[config.mk]
export PLATFORM = sky130hd
export DESIGN_NAME = ipv4_tcp_payload_signature_match_unit
export DESIGN_NICKNAME = d
export VERILOG_FILES = /design/src/iptsm_pkg.sv /design/src/ipv4_tcp_payload_signature_match_unit.sv
export SDC_FILE = /design/constraint.sdc
export NUM_CORES = 1
export LEC_CHECK = 0
export BUFFER_PORTS_ARGS = -buffer_cell sky130_fd_sc_hd__buf_4
export CORE_MARGIN = 10
export CORE_UTILIZATION = 46
export CTS_BUF_LIST = sky130_fd_sc_hd__clkbuf_4
export DETAILED_ROUTE_END_ITERATION = 10
export PLACE_DENSITY = 0.74
export SETUP_SLACK_MARGIN = 0.15
export SLEW_MARGIN = 20
export SYNTH_ARGS = -nofsm -noshare
export SYNTH_HDL_FRONTEND = slang
export SYNTH_SLANG_ARGS = --single-unit
[constraint.sdc]
create_clock -name aclk -period 11 [get_ports aclk]
set_input_delay 2.2 -clock aclk [delete_from_list [all_inputs] [get_ports aclk]]
set_output_delay 2.2 -clock aclk [all_outputs]
set_load 0.05 [all_outputs]
[src/iptsm_pkg.sv]
// Shared constants and types for the IPv4 TCP payload signature match unit.
`timescale 1ns / 1ps

package iptsm_pkg;

    // Signature length in payload bytes and the width of the compare counter
    localparam int SIG_BYTES = 11;
    localparam int SIG_CNT_W = $clog2(SIG_BYTES + 1);
    localparam int SIG_PAD_W = (1 << SIG_CNT_W) * 8;

    // Register widths and reset values
    localparam int LINK_W     = 8;
    localparam int SIG_LOW_W  = 64;
    localparam int SIG_HIGH_W = 24;
    localparam int CFG_DATA_W = 64;
    localparam int CFG_ADDR_W = 2;

    localparam logic [LINK_W-1:0]     LINK_HDR_RESET = 8'd14;
    localparam logic [SIG_LOW_W-1:0]  SIG_LOW_RESET  = 64'h10;
    localparam logic [SIG_HIGH_W-1:0] SIG_HIGH_RESET = 24'h1DD;

    // Register indexes on the configuration port
    typedef enum logic [CFG_ADDR_W-1:0] {
        REG_LINK_HDR = 2'd0,
        REG_SIG_LOW  = 2'd1,
        REG_SIG_HIGH = 2'd2
    } cfg_reg_t;

    // Header layout
    localparam logic [3:0] IP_VERSION_4   = 4'd4;
    localparam int         TOT_LEN_HI_OFS = 2;
    localparam int         TOT_LEN_LO_OFS = 3;
    localparam int         TCP_DOFF_OFS   = 12;
    localparam int         TCP_MIN_HDR    = 16;

    // Field widths
    localparam int POS_W    = 16;
    localparam int HLEN_W   = 6;
    localparam int TOTAL_W  = 16;
    localparam int OFFSET_W = 9;
    localparam int START_W  = 10;
    localparam int M_DATA_W = 32;

    // One result item
    typedef struct packed {
        logic                is_ipv4;
        logic                signature_hit;
        logic [OFFSET_W-1:0] payload_offset;
        logic [TOTAL_W-1:0]  payload_length;
        logic                length_error;
    } result_t;

endpackage

[src/ipv4_tcp_payload_signature_match_unit.sv]
// IPv4 TCP payload prefix signature matcher: header parse, payload compare, result.
//
//  channel | dir | handshake            | content
//  --------+-----+----------------------+-----------------------------------------
//  s_      | in  | s_tvalid / s_tready  | one frame byte, s_tlast on the last byte
//  m_      | out | m_tvalid / m_tready  | one result per frame, after its last byte
//  cfg_    | in  | cfg_wr_en            | link header length and signature bytes
//
// One byte per cycle unless a last byte waits on a held result: while a byte sits in the
// input register, the header capture, payload compare and result logic update the frame state.
// A result is loaded into the output register when the last byte leaves the input register.
// aresetn (synchronous) clears the frame state and restores the register defaults.
// A result left waiting on m_tready stalls only the processing of the next last byte.
`timescale 1ns / 1ps

module ipv4_tcp_payload_signature_match_unit (
    input  logic                               aclk,
    input  logic                               aresetn,
    // input channel
    input  logic                               s_tvalid,
    output logic                               s_tready,
    input  logic [7:0]                         s_tdata,   // [7:0] frame_byte
    input  logic                               s_tlast,   // frame_end
    // result channel
    output logic                               m_tvalid,
    input  logic                               m_tready,
    // [0] is_ipv4, [1] signature_hit, [10:2] payload_offset,
    // [26:11] payload_length, [27] length_error, [31:28] zero
    output logic [iptsm_pkg::M_DATA_W-1:0]     m_tdata,
    // configuration
    input  logic                               cfg_wr_en,
    input  logic [iptsm_pkg::CFG_ADDR_W-1:0]   cfg_addr,
    input  logic [iptsm_pkg::CFG_DATA_W-1:0]   cfg_wdata
);

    localparam int PW = iptsm_pkg::POS_W;
    localparam int HW = iptsm_pkg::HLEN_W;
    localparam int TW = iptsm_pkg::TOTAL_W;
    localparam int SW = iptsm_pkg::START_W;
    localparam int CW = iptsm_pkg::SIG_CNT_W;

    // configuration registers
    logic [iptsm_pkg::LINK_W-1:0]     link_reg;
    logic [iptsm_pkg::SIG_LOW_W-1:0]  sig_low_reg;
    logic [iptsm_pkg::SIG_HIGH_W-1:0] sig_high_reg;

    // input register
    logic       in_valid_reg;
    logic [7:0] in_byte_reg;
    logic       in_last_reg;

    // frame state
    logic [PW-1:0] pos_reg,  pos_next;
    logic          ver_reg,  ver_next;
    logic [HW-1:0] ihl_reg,  ihl_next;
    logic [TW-1:0] tot_reg,  tot_next;
    logic [HW-1:0] thl_reg,  thl_next;
    logic          match_reg, match_next;
    logic [CW-1:0] cmp_reg,  cmp_next;

    // result register
    logic                  out_valid_reg;
    iptsm_pkg::result_t    out_reg, out_next;

    logic                  advance;
    logic [SW-1:0]         base;
    logic [SW-1:0]         tcp_pos;
    logic [SW-1:0]         start;
    logic [HW:0]           hdr;
    logic                  err;
    logic [TW-1:0]         len;
    logic                  cmp_en;
    logic [iptsm_pkg::SIG_PAD_W-1:0] sig_pad;
    logic [7:0]            sig_byte;

    // A byte without the end mark always moves on; a last byte waits for a free slot
    assign advance  = in_valid_reg && (!in_last_reg || !out_valid_reg || m_tready);
    assign s_tready = !in_valid_reg || advance;

    assign base    = SW'(link_reg);
    assign sig_pad = iptsm_pkg::SIG_PAD_W'({sig_high_reg, sig_low_reg});
    assign sig_byte = sig_pad[{cmp_reg, 3'b000} +: 8];

    always_comb begin
        ver_next = ver_reg;
        ihl_next = ihl_reg;
        tot_next = tot_reg;
        thl_next = thl_reg;
        match_next = match_reg;
        cmp_next = cmp_reg;

        if (pos_reg == PW'(base)) begin
            ver_next = (in_byte_reg[7:4] == iptsm_pkg::IP_VERSION_4);
            ihl_next = {in_byte_reg[3:0], 2'b00};
        end
        if (pos_reg == PW'(base + SW'(iptsm_pkg::TOT_LEN_HI_OFS))) begin
            tot_next[15:8] = in_byte_reg;
        end
        if (pos_reg == PW'(base + SW'(iptsm_pkg::TOT_LEN_LO_OFS))) begin
            tot_next[7:0] = in_byte_reg;
        end
        tcp_pos = base + SW'(ihl_next) + SW'(iptsm_pkg::TCP_DOFF_OFS);
        if (pos_reg == PW'(tcp_pos)) begin
            thl_next = {in_byte_reg[7:4], 2'b00};
        end

        start  = base + SW'(ihl_next) + SW'(thl_next);
        cmp_en = (thl_next >= HW'(iptsm_pkg::TCP_MIN_HDR)) && (pos_reg >= PW'(start)) &&
                 (cmp_reg < CW'(iptsm_pkg::SIG_BYTES));
        if (cmp_en) begin
            if (in_byte_reg != sig_byte) begin
                match_next = 1'b0;
            end
            cmp_next = cmp_reg + CW'(1);
        end

        // Saturate the payload length when the headers overrun the total length
        hdr = (HW + 1)'(ihl_next) + (HW + 1)'(thl_next);
        err = TW'(hdr) > tot_next;
        len = err ? '0 : tot_next - TW'(hdr);

        out_next = '0;
        if (ver_next) begin
            out_next.is_ipv4        = 1'b1;
            out_next.signature_hit  = !err && (len >= TW'(iptsm_pkg::SIG_BYTES)) &&
                                      (thl_next >= HW'(iptsm_pkg::TCP_MIN_HDR)) &&
                                      (cmp_next == CW'(iptsm_pkg::SIG_BYTES)) && match_next;
            out_next.payload_offset = start[iptsm_pkg::OFFSET_W-1:0];
            out_next.payload_length = len;
            out_next.length_error   = err;
        end

        pos_next = (pos_reg == '1) ? pos_reg : pos_reg + PW'(1);
    end

    // configuration writes
    always_ff @(posedge aclk) begin
        if (!aresetn) begin
            link_reg     <= iptsm_pkg::LINK_HDR_RESET;
            sig_low_reg  <= iptsm_pkg::SIG_LOW_RESET;
            sig_high_reg <= iptsm_pkg::SIG_HIGH_RESET;
        end else if (cfg_wr_en) begin
            case (cfg_addr)
                iptsm_pkg::REG_LINK_HDR: link_reg <= cfg_wdata[iptsm_pkg::LINK_W-1:0];
                iptsm_pkg::REG_SIG_LOW:  sig_low_reg <= cfg_wdata[iptsm_pkg::SIG_LOW_W-1:0];
                iptsm_pkg::REG_SIG_HIGH: sig_high_reg <= cfg_wdata[iptsm_pkg::SIG_HIGH_W-1:0];
                default: ;
            endcase
        end
    end

    // input register
    always_ff @(posedge aclk) begin
        if (!aresetn) begin
            in_valid_reg <= 1'b0;
        end else if (s_tready) begin
            in_valid_reg <= s_tvalid;
        end
    end

    always_ff @(posedge aclk) begin
        if (s_tready && s_tvalid) begin
            in_byte_reg <= s_tdata;
            in_last_reg <= s_tlast;
        end
    end

    // frame state: clear after the last byte
    always_ff @(posedge aclk) begin
        if (!aresetn) begin
            pos_reg   <= '0;
            ver_reg   <= 1'b0;
            ihl_reg   <= '0;
            tot_reg   <= '0;
            thl_reg   <= '0;
            match_reg <= 1'b1;
            cmp_reg   <= '0;
        end else if (advance) begin
            if (in_last_reg) begin
                pos_reg   <= '0;
                ver_reg   <= 1'b0;
                ihl_reg   <= '0;
                tot_reg   <= '0;
                thl_reg   <= '0;
                match_reg <= 1'b1;
                cmp_reg   <= '0;
            end else begin
                pos_reg   <= pos_next;
                ver_reg   <= ver_next;
                ihl_reg   <= ihl_next;
                tot_reg   <= tot_next;
                thl_reg   <= thl_next;
                match_reg <= match_next;
                cmp_reg   <= cmp_next;
            end
        end
    end

    // result register
    always_ff @(posedge aclk) begin
        if (!aresetn) begin
            out_valid_reg <= 1'b0;
        end else if (advance && in_last_reg) begin
            out_valid_reg <= 1'b1;
        end else if (m_tready) begin
            out_valid_reg <= 1'b0;
        end
    end

    always_ff @(posedge aclk) begin
        if (advance && in_last_reg) begin
            out_reg <= out_next;
        end
    end

    assign m_tvalid = out_valid_reg;
    assign m_tdata  = iptsm_pkg::M_DATA_W'({out_reg.length_error, out_reg.payload_length,
                                            out_reg.payload_offset, out_reg.signature_hit,
                                            out_reg.is_ipv4});

    // A non-IPv4 frame reports all fields as zero
    assert property (@(posedge aclk) disable iff (!aresetn)
        out_valid_reg && !out_reg.is_ipv4 |->
            !out_reg.signature_hit && out_reg.payload_offset == '0 &&
            out_reg.payload_length == '0 && !out_reg.length_error)
        else $error("non-IPv4 result carries non-zero fields");

    // A hit never coexists with a length error
    assert property (@(posedge aclk) disable iff (!aresetn)
        out_valid_reg && out_reg.signature_hit |-> out_reg.is_ipv4 && !out_reg.length_error)
        else $error("signature hit reported with a length error");

    // The compare counter never passes the signature length
    assert property (@(posedge aclk) disable iff (!aresetn)
        cmp_reg <= CW'(iptsm_pkg::SIG_BYTES))
        else $error("compare counter overran the signature");

    // After a last byte the frame state starts over and a result is pending
    assert property (@(posedge aclk) disable iff (!aresetn)
        advance && in_last_reg |=> pos_reg == '0 && cmp_reg == '0 && match_reg && out_valid_reg)
        else $error("frame state not cleared after the last byte");

endmodule

# [After elaboration in Yosys (flattened, before gate mapping)]
# Cells that the tools add are included.
[totals] word_cells=87 input_bits=80 register_bits=185 out_inout_bits=34
[classes] magnitude_cmp=5 shifts=1 n_eq_ne=11 n_mux=20 reduce_logical=22 add_sub_neg=9
[op_table] operator="128-bit by 8-bit variable part select with 8-bit output" n=1
[op_table] operator="16-bit two-way mux" n=4
[op_table] operator="16-bit by 9-bit equality test with 1-bit output" n=2
[op_table] operator="28-bit two-way mux" n=1
[op_table] operator="6-bit two-way mux" n=4
[op_table] operator="8-bit by 2-bit adder with 9-bit output, second input constant" n=2
[op_table] operator="16-bit by 1-bit adder with 16-bit output, second input constant" n=1
[op_table] operator="16-bit by 10-bit equality test with 1-bit output" n=1
[op_table] operator="16-bit equality test, second input constant" n=1
[op_table] operator="16-bit by 8-bit equality test with 1-bit output" n=1
[op_table] operator="16-bit by 10-bit greater-or-equal comparator with 1-bit output" n=1
[op_table] operator="16-bit by 4-bit greater-or-equal comparator with 1-bit output, second input constant" n=1
[op_table] operator="7-bit by 16-bit greater-than comparator with 1-bit output" n=1
[op_table] operator="8-bit two-way mux" n=2
[op_table] operator="16-bit by 7-bit subtractor with 16-bit output" n=1
[op_table] operator="10-bit by 4-bit adder with 10-bit output, second input constant" n=1
[op_table] operator="9-bit by 6-bit adder with 10-bit output" n=1
[op_table] operator="8-bit by 6-bit adder with 9-bit output" n=1
[op_table] operator="1-bit logical AND" n=9
[op_table] operator="4-bit two-way mux" n=2
[op_table] operator="8-bit inequality test" n=1
[op_table] operator="2-bit AND reduction" n=4
[op_table] operator="6-bit by 6-bit adder with 7-bit output" n=1
[op_table] operator="1-bit two-way mux" n=7
[op_table] operator="other kinds (12)" n=17

# [Longest topological paths before layout]
[depth] word_depth=15 depth_mapped=34 ltp_nobuf=33

# [Worst setup path before layout]
# No wires, ideal clock.
[synth_timing] kind="register -> register" startpoint="register link_reg[7] in the netlist's numbering" endpoint="register out_reg (netlist bit m_tdata[1]), data pin" period_less_slack_ns=7.623 setup_ns=0.256 arrival_ns=7.368 path_buffers=3 setup_slack_ns=3.377 path_stages_with_launch=33 t_required_ns=10.744 path_cell_list="dfxtp_1 buf_2 xnor2_1 nand2_1 nor4_1 nand3_1 mux2_2 ha_1 clkbuf_1 o21ai_0 o21ai_0 nand2_1 or3b_2 o211ai_1 xor2_1 and4_1 buf_4 mux2_2 ha_1 nor2_1 or3_1 xor2_1 ha_1 o21ai_0 a21oi_1 o21ai_0 nand2b_1 a21oi_1 nand4_1 and3_1 a211oi_1 o2111ai_1 o211a_1"
[synth_between] elab_chain_len=14 elab_cells_between_ends=31
[synth_rtl] element="start: declaration" line="ipv4_tcp_payload_signature_match_unit.sv:43" rtl="logic [iptsm_pkg::LINK_W-1:0] link_reg;"
[synth_rtl] element="start signal: assignment" line="ipv4_tcp_payload_signature_match_unit.sv:139" rtl="link_reg <= iptsm_pkg::LINK_HDR_RESET;"
[synth_rtl] element="start signal: assignment" line="ipv4_tcp_payload_signature_match_unit.sv:144" rtl="iptsm_pkg::REG_LINK_HDR: link_reg <= cfg_wdata[iptsm_pkg::LINK_W-1:0];"
[synth_rtl] element="16-bit by 8-bit equality test with 1-bit output" line="ipv4_tcp_payload_signature_match_unit.sv:92" rtl="if (pos_reg == PW'(base)) begin"
[synth_rtl] element="6-bit two-way mux" line="ipv4_tcp_payload_signature_match_unit.sv:92"
[synth_rtl] element="8-bit by 6-bit adder with 9-bit output" line="ipv4_tcp_payload_signature_match_unit.sv:102, ipv4_tcp_payload_signature_match_unit.sv:107"
[synth_rtl] element="10-bit by 4-bit adder with 10-bit output" line="ipv4_tcp_payload_signature_match_unit.sv:102" rtl="tcp_pos = base + SW'(ihl_next) + SW'(iptsm_pkg::TCP_DOFF_OFS);"
[synth_rtl] element="16-bit by 10-bit equality test with 1-bit output" line="ipv4_tcp_payload_signature_match_unit.sv:103" rtl="if (pos_reg == PW'(tcp_pos)) begin"
[synth_rtl] element="6-bit two-way mux" line="ipv4_tcp_payload_signature_match_unit.sv:103"
[synth_rtl] element="6-bit by 6-bit adder with 7-bit output / 9-bit by 6-bit adder with 10-bit output (equally long branches)" line="ipv4_tcp_payload_signature_match_unit.sv:118, ipv4_tcp_payload_signature_match_unit.sv:107"
[synth_rtl] element="16-bit by 7-bit subtractor with 16-bit output (tied with other cells)" line="ipv4_tcp_payload_signature_match_unit.sv:120" rtl="len = err ? '0 : tot_next - TW'(hdr);"
[synth_rtl] element="16-bit two-way mux / 1-bit logical AND (equally long branches)" line="ipv4_tcp_payload_signature_match_unit.sv:120, ipv4_tcp_payload_signature_match_unit.sv:108"
[synth_rtl] element="16-bit by 4-bit greater-or-equal comparator with 1-bit output / 1-bit logical AND (equally long branches)" line="ipv4_tcp_payload_signature_match_unit.sv:125, ipv4_tcp_payload_signature_match_unit.sv:108"
[synth_rtl] element="1-bit logical AND / 4-bit two-way mux (equally long branches)" line="ipv4_tcp_payload_signature_match_unit.sv:125, ipv4_tcp_payload_signature_match_unit.sv:110"
[synth_rtl] element="1-bit logical AND / 4-bit equality test (equally long branches)" line="ipv4_tcp_payload_signature_match_unit.sv:125, ipv4_tcp_payload_signature_match_unit.sv:127"
[synth_rtl] element="1-bit logical AND" line="ipv4_tcp_payload_signature_match_unit.sv:126" rtl="(thl_next >= HW'(iptsm_pkg::TCP_MIN_HDR)) &&"
[synth_rtl] element="1-bit logical AND" line="ipv4_tcp_payload_signature_match_unit.sv:127" rtl="(cmp_next == CW'(iptsm_pkg::SIG_BYTES)) && match_next;"
[synth_rtl] element="end signal: assignment" line="ipv4_tcp_payload_signature_match_unit.sv:212" rtl="out_reg <= out_next;"
[synth_rtl] element="end: declaration" line="ipv4_tcp_payload_signature_match_unit.sv:63" rtl="iptsm_pkg::result_t out_reg, out_next;"
# Parallel ways exist; a longest one is shown, timed or not.
# A chain may end at the register's enable or synchronous reset.

# [Worst setup path in the final report]
[layout_timing] startpoint="register link_reg[6] in the netlist's numbering" endpoint="register out_reg (netlist bit m_tdata[1]), data pin"
# The elaborated chain is that of the path after synthesis.

==> flow_results.org <==
** Critical path
- Critical Path Max Stage Delay :: 670 ps
- Setup slack, reg-to-reg :: approximately 2200 ps
- Class of the most critical setup path :: register to register
- The slowest stage of the critical path belongs to the cell sky130_fd_sc_hd__dfxtp_1.
- Measured in cells, the most critical reg-to-reg path has a length of 27.
- CP top delay family :: simple AND/OR/NAND/NOR gates
- Along the worst path, the maximum fanout reaches 14.
- Counting both buffers and inverters, the worst setup path holds a total of 0.
- In this run the worst setup path terminates at m_tdata[1].
- Among the stages of the critical path, the cell type that occurs most often is sky130_fd_sc_hd__ha_1.
- Kind of start point of the critical path :: register
- Required time of the worst setup path :: between 10000 and 15000 ps
- Origin of the worst setup path :: link_reg[6]
- The worst register-to-register path begins at link_reg[6].
- Reg2reg end :: m_tdata[1]
- Arrival time at the worst endpoint :: around 9200 ps
- Worst Setup End Kind :: register
- The critical path crosses 27 cells after its start point.

** Synth
- The synthesized design devotes to its leading area cell type between 20% and 30% of total area.
- After synthesis the netlist holds a flip-flop and latch count of about 190.
- For this run, the number of Yosys warnings is 0.
- In this run the cell area of the synthesized design comes to around 11000 sq um.
- Post-Syn Area per Cell :: 8.55 sq um
- Post-synth top area cell :: sky130_fd_sc_hd__dfxtp_1
- Share of async-settable or async-resettable flops after synthesis :: 0%
- Most used flip-flop cell after synthesis :: sky130_fd_sc_hd__dfxtp_1
- Number of enable-type register cells in the synthesized netlist :: 37
- The synthesized netlist contains 78 unique library cells.
- Gate count of the mapped netlist :: roughly 1200
- Sequential cells were found to cover about two fifths of the synthesized design area.
- Yosys attributes the largest share of cell area to sky130_fd_sc_hd__dfxtp_1 (28%), sky130_fd_sc_hd__edfxtp_1 (10%), sky130_fd_sc_hd__nand2_1 (7.8%).

** Drt
- For this block, the routed nets add up to 28.4 mm of wire.
- The pre-antenna-repair detailed-routing pass consisted of 5 iterations.
- The first routing iteration left between 600 and 700 violations.
- Dividing the detail-routed wire length by the instance count gives ~18 microns.
- Using the TritonRoute via totals, the vias-per-cell ratio works out to between 5 and 6.
- Number of antenna-violating nets in the routed design :: 0
- Number of vias after detailed routing :: 9097
- In the routed design, unresolved DRC markers number 0.

** Floorplan
- Starting density of the core :: roughly 47%
- The floorplan step defined a die boundary enclosing around 30000 sq um.
- Placement row count :: 55
- Width of the chip :: between 150 and 200 microns
- Core Area :: 22700 sq um
- Ports :: approximately 110
- Height of the die :: ~170 microns

** Timing
- Final clock skew :: roughly 24 ps
- Unrepaired setup endpoints after global routing :: false
- Transition time at the pin with the least slew margin :: around 1000 ps
- Dividing the final minimum period by the clock period gives between 80% and 90%.
- Final hold slack :: between 400 and 500 ps
- Adding up every negative setup slack in the final design gives 0 ps.
- Achievable Freq :: between 100 and 150 MHz
- Period minus WS final :: 8850 ps
- Worst slew margin relative to its limit :: 33.7%
- Total setup violations reported at the end of the flow :: 0
- The number of pins with negative max-slew slack in the final report is 0.
- Hold Fails Final Rpt :: 0

** Placed design
- Routability-driven placement finished with a final weighted congestion of 0.908.
- Number of I/O port buffers :: about 110
- Detailed placement finished with a half-perimeter wire length of 20.7 mm.

** Pwr
- Power spread over the standard cell area amounts to between 100 and 150 nW/um^2.
- Leakage power of the design :: between 4 and 5 nW
- Across the VDD grid, the largest voltage drop is 93.0 uV.

** Outcome
- The run finished with clean final reports.

** GRT
- The number of antenna violations at the first check in global routing came to 1.
- Across every metal layer, demand over resource in global routing totals between 10% and 20%.
- For this run the aggregate overflow at the end of global routing stands at 0.
- Number of global-route vias before repair :: 8732
- The first global-routing pass estimated approximately 46 mm of wire.
- Entering global routing, the biggest net connects between 90 and 100 pins.

** Clock tree
- Counting every sink on the clock net gives 185.
- Hold bufs inserted after CTS :: 0
- CTS-repair resized insts :: 0
- Clock Tree Root :: sky130_fd_sc_hd__clkbuf_4
- For the worst-skew pair, the clock arrives at the later sink with an insertion delay of ~600 ps.
- The longest clock path from root to sink contains 2 buffers.
- Number of buffers created by CTS :: 17
- Clock input transition at the sequential cells of the worst setup and hold paths :: between 150 and 200 ps
- In this run the number of H-tree levels came out at 4.
- Count of buffers added by post-CTS timing repair for setup :: 0
- Clock tree from TritonCTS :: done

** Finish
- In the layout the commonest cells are sky130_fd_sc_hd__nand2_1 (222), sky130_fd_sc_hd__dfxtp_1 (148), sky130_fd_sc_hd__a21oi_1 (127).
- Most common cell after layout, fill and taps aside :: sky130_fd_sc_hd__nand2_1
- Layout Nets :: between 1000 and 1500
- The area growth from synthesis to layout is 11.3%.
- The register with the most flip-flops in the layout has 64 of them.
- Counting the fill cells in the layout gives around 2100.
- The post-route netlist has between 10% and 20% of its cells at a drive strength greater than 1.

** Worst hold path
- Hold WC Path Type :: register to register
- Hold Crit Depth :: 2

** Flow run
- Across the run, the number of max-cap violations was 0.
-- final cells by class --
class                   instances  area [sq um]  area share, %
clock buffers                  17           128           1.07
multi-input cells             948          6150           51.7
clock inverters                14           181           1.53
well taps                     285           357           3.00
diodes                          1          2.50         0.0210
flip-flops and latches        185          4070           34.3
repair buffers                117           878           7.39
inverters                      32           121           1.02
-- power by group --
part	leakage, nW	switching (mW)	internal, mW	total, mW
Clock	0.167	0.266	0.144	0.411
Sequential	1.54	0.0203	0.709	0.729
Combinational	2.88	0.0990	0.0700	0.169
Total	4.59	0.386	0.923	1.31
-- stage by stage --
| stage | worst slack [ps] | utilization, % | instances | power (mW) | cell area, sq um |
|---|---|---|---|---|---|
| 3_5_place_dp | 2300 | 51.0 | 1567 | 0.912 | 11600 |
| 6_report | 2150 | 52.4 | 1599 | 1.31 | 11900 |
| 2_1_floorplan | 3380 | - | 1252 | 0.852 | 10700 |
| 5_1_grt | 1200 | 52.4 | 1599 | 1.36 | 11900 |
| 3_3_place_gp | 2490 | 51.0 | 1567 | 0.910 | 11600 |
| 4_1_cts | 2220 | 52.3 | 1598 | 1.31 | 11900 |
-- worst min-delay path by stage --
stage               startpoint              end  slack, ps
5_1_grt        sig_high_reg[5]  sig_high_reg[5]        490
3_5_place_dp        thl_reg[0]       thl_reg[0]        440
2_1_floorplan       ihl_reg[0]       ihl_reg[0]        420
3_3_place_gp   sig_low_reg[16]  sig_low_reg[16]        440
4_1_cts        sig_low_reg[63]  sig_low_reg[63]        470
6_report        sig_low_reg[6]   sig_low_reg[6]        460
-- synth_stat cells (5+ instances only) --
master,instances
sky130_fd_sc_hd__nor2_1,110
sky130_fd_sc_hd__buf_1,10
sky130_fd_sc_hd__nor2b_1,12
sky130_fd_sc_hd__xnor2_1,37
sky130_fd_sc_hd__or3_1,20
sky130_fd_sc_hd__clkbuf_1,62
sky130_fd_sc_hd__edfxtp_1,37
sky130_fd_sc_hd__mux2_2,17
sky130_fd_sc_hd__nor3b_1,6
sky130_fd_sc_hd__o21ai_0,22
sky130_fd_sc_hd__nand3_1,31
sky130_fd_sc_hd__buf_2,9
sky130_fd_sc_hd__nand4_1,13
sky130_fd_sc_hd__mux2i_1,33
sky130_fd_sc_hd__and3_1,6
sky130_fd_sc_hd__dfxtp_1,148
sky130_fd_sc_hd__inv_1,31
sky130_fd_sc_hd__nand2b_1,10
sky130_fd_sc_hd__a31oi_1,12
sky130_fd_sc_hd__nand3b_1,7
sky130_fd_sc_hd__o211ai_1,5
sky130_fd_sc_hd__o2bb2ai_1,5
sky130_fd_sc_hd__a21o_1,10
sky130_fd_sc_hd__nand2_1,222
sky130_fd_sc_hd__a22oi_1,19
sky130_fd_sc_hd__nor4_1,8
sky130_fd_sc_hd__a21oi_1,127
sky130_fd_sc_hd__mux4_2,16
sky130_fd_sc_hd__and2_1,9
sky130_fd_sc_hd__xor2_1,45
sky130_fd_sc_hd__nor3_1,17
sky130_fd_sc_hd__buf_4,5
sky130_fd_sc_hd__ha_1,41
sky130_fd_sc_hd__nor4b_1,5
-- cells by family after synthesis --
| family | after synthesis | share of synthesized area (%) |
|---|---|---|
| AOI/OAI and AO/OA | 250 | 14.5 |
| buffers and inverters | 119 | 4.48 |
| adders and majority gates | 44 | 5.37 |
| and+or+nand+nor | 500 | 22.3 |
| muxes | 66 | 8.26 |
| other | 2 | 0.0703 |
| xor gates and xnor gates | 83 | 6.88 |
| DFF | 185 | 38.1 |
-- per-layer routing --
metal	up-vias	track usage (%)	wire (microns)
met1	4282	25.2	12600
met3	32	4.38	1880
li1	4482	-	-
met4	0	5.21	502
met5	-	0	0
met2	301	31.2	13400
-- worst register-to-register path, cell delays in order (launching register included) --
cell	delay, ps
sky130_fd_sc_hd__dfxtp_1	670
sky130_fd_sc_hd__xnor2_1	270
sky130_fd_sc_hd__nand2_1	90
sky130_fd_sc_hd__nor4_1	490
sky130_fd_sc_hd__nand3_1	390
sky130_fd_sc_hd__mux2_2	430
sky130_fd_sc_hd__ha_1	420
sky130_fd_sc_hd__a211oi_1	150
sky130_fd_sc_hd__o21ai_0	320
sky130_fd_sc_hd__nand2_1	220
sky130_fd_sc_hd__or3b_2	480
sky130_fd_sc_hd__o211ai_1	220
sky130_fd_sc_hd__xor2_1	200
sky130_fd_sc_hd__and4_1	540
sky130_fd_sc_hd__mux2_2	430
sky130_fd_sc_hd__ha_1	370
sky130_fd_sc_hd__nor3_1	90
sky130_fd_sc_hd__or3_1	390
sky130_fd_sc_hd__xor2_1	160
sky130_fd_sc_hd__ha_1	320
sky130_fd_sc_hd__o21ai_0	120
sky130_fd_sc_hd__a21oi_1	90
sky130_fd_sc_hd__nor4_1	310
sky130_fd_sc_hd__nor2_1	260
sky130_fd_sc_hd__or4_4	540
sky130_fd_sc_hd__a221oi_2	300
sky130_fd_sc_hd__o2111ai_1	150
sky130_fd_sc_hd__o211a_1	230
(Power assumes the default switching activity.)
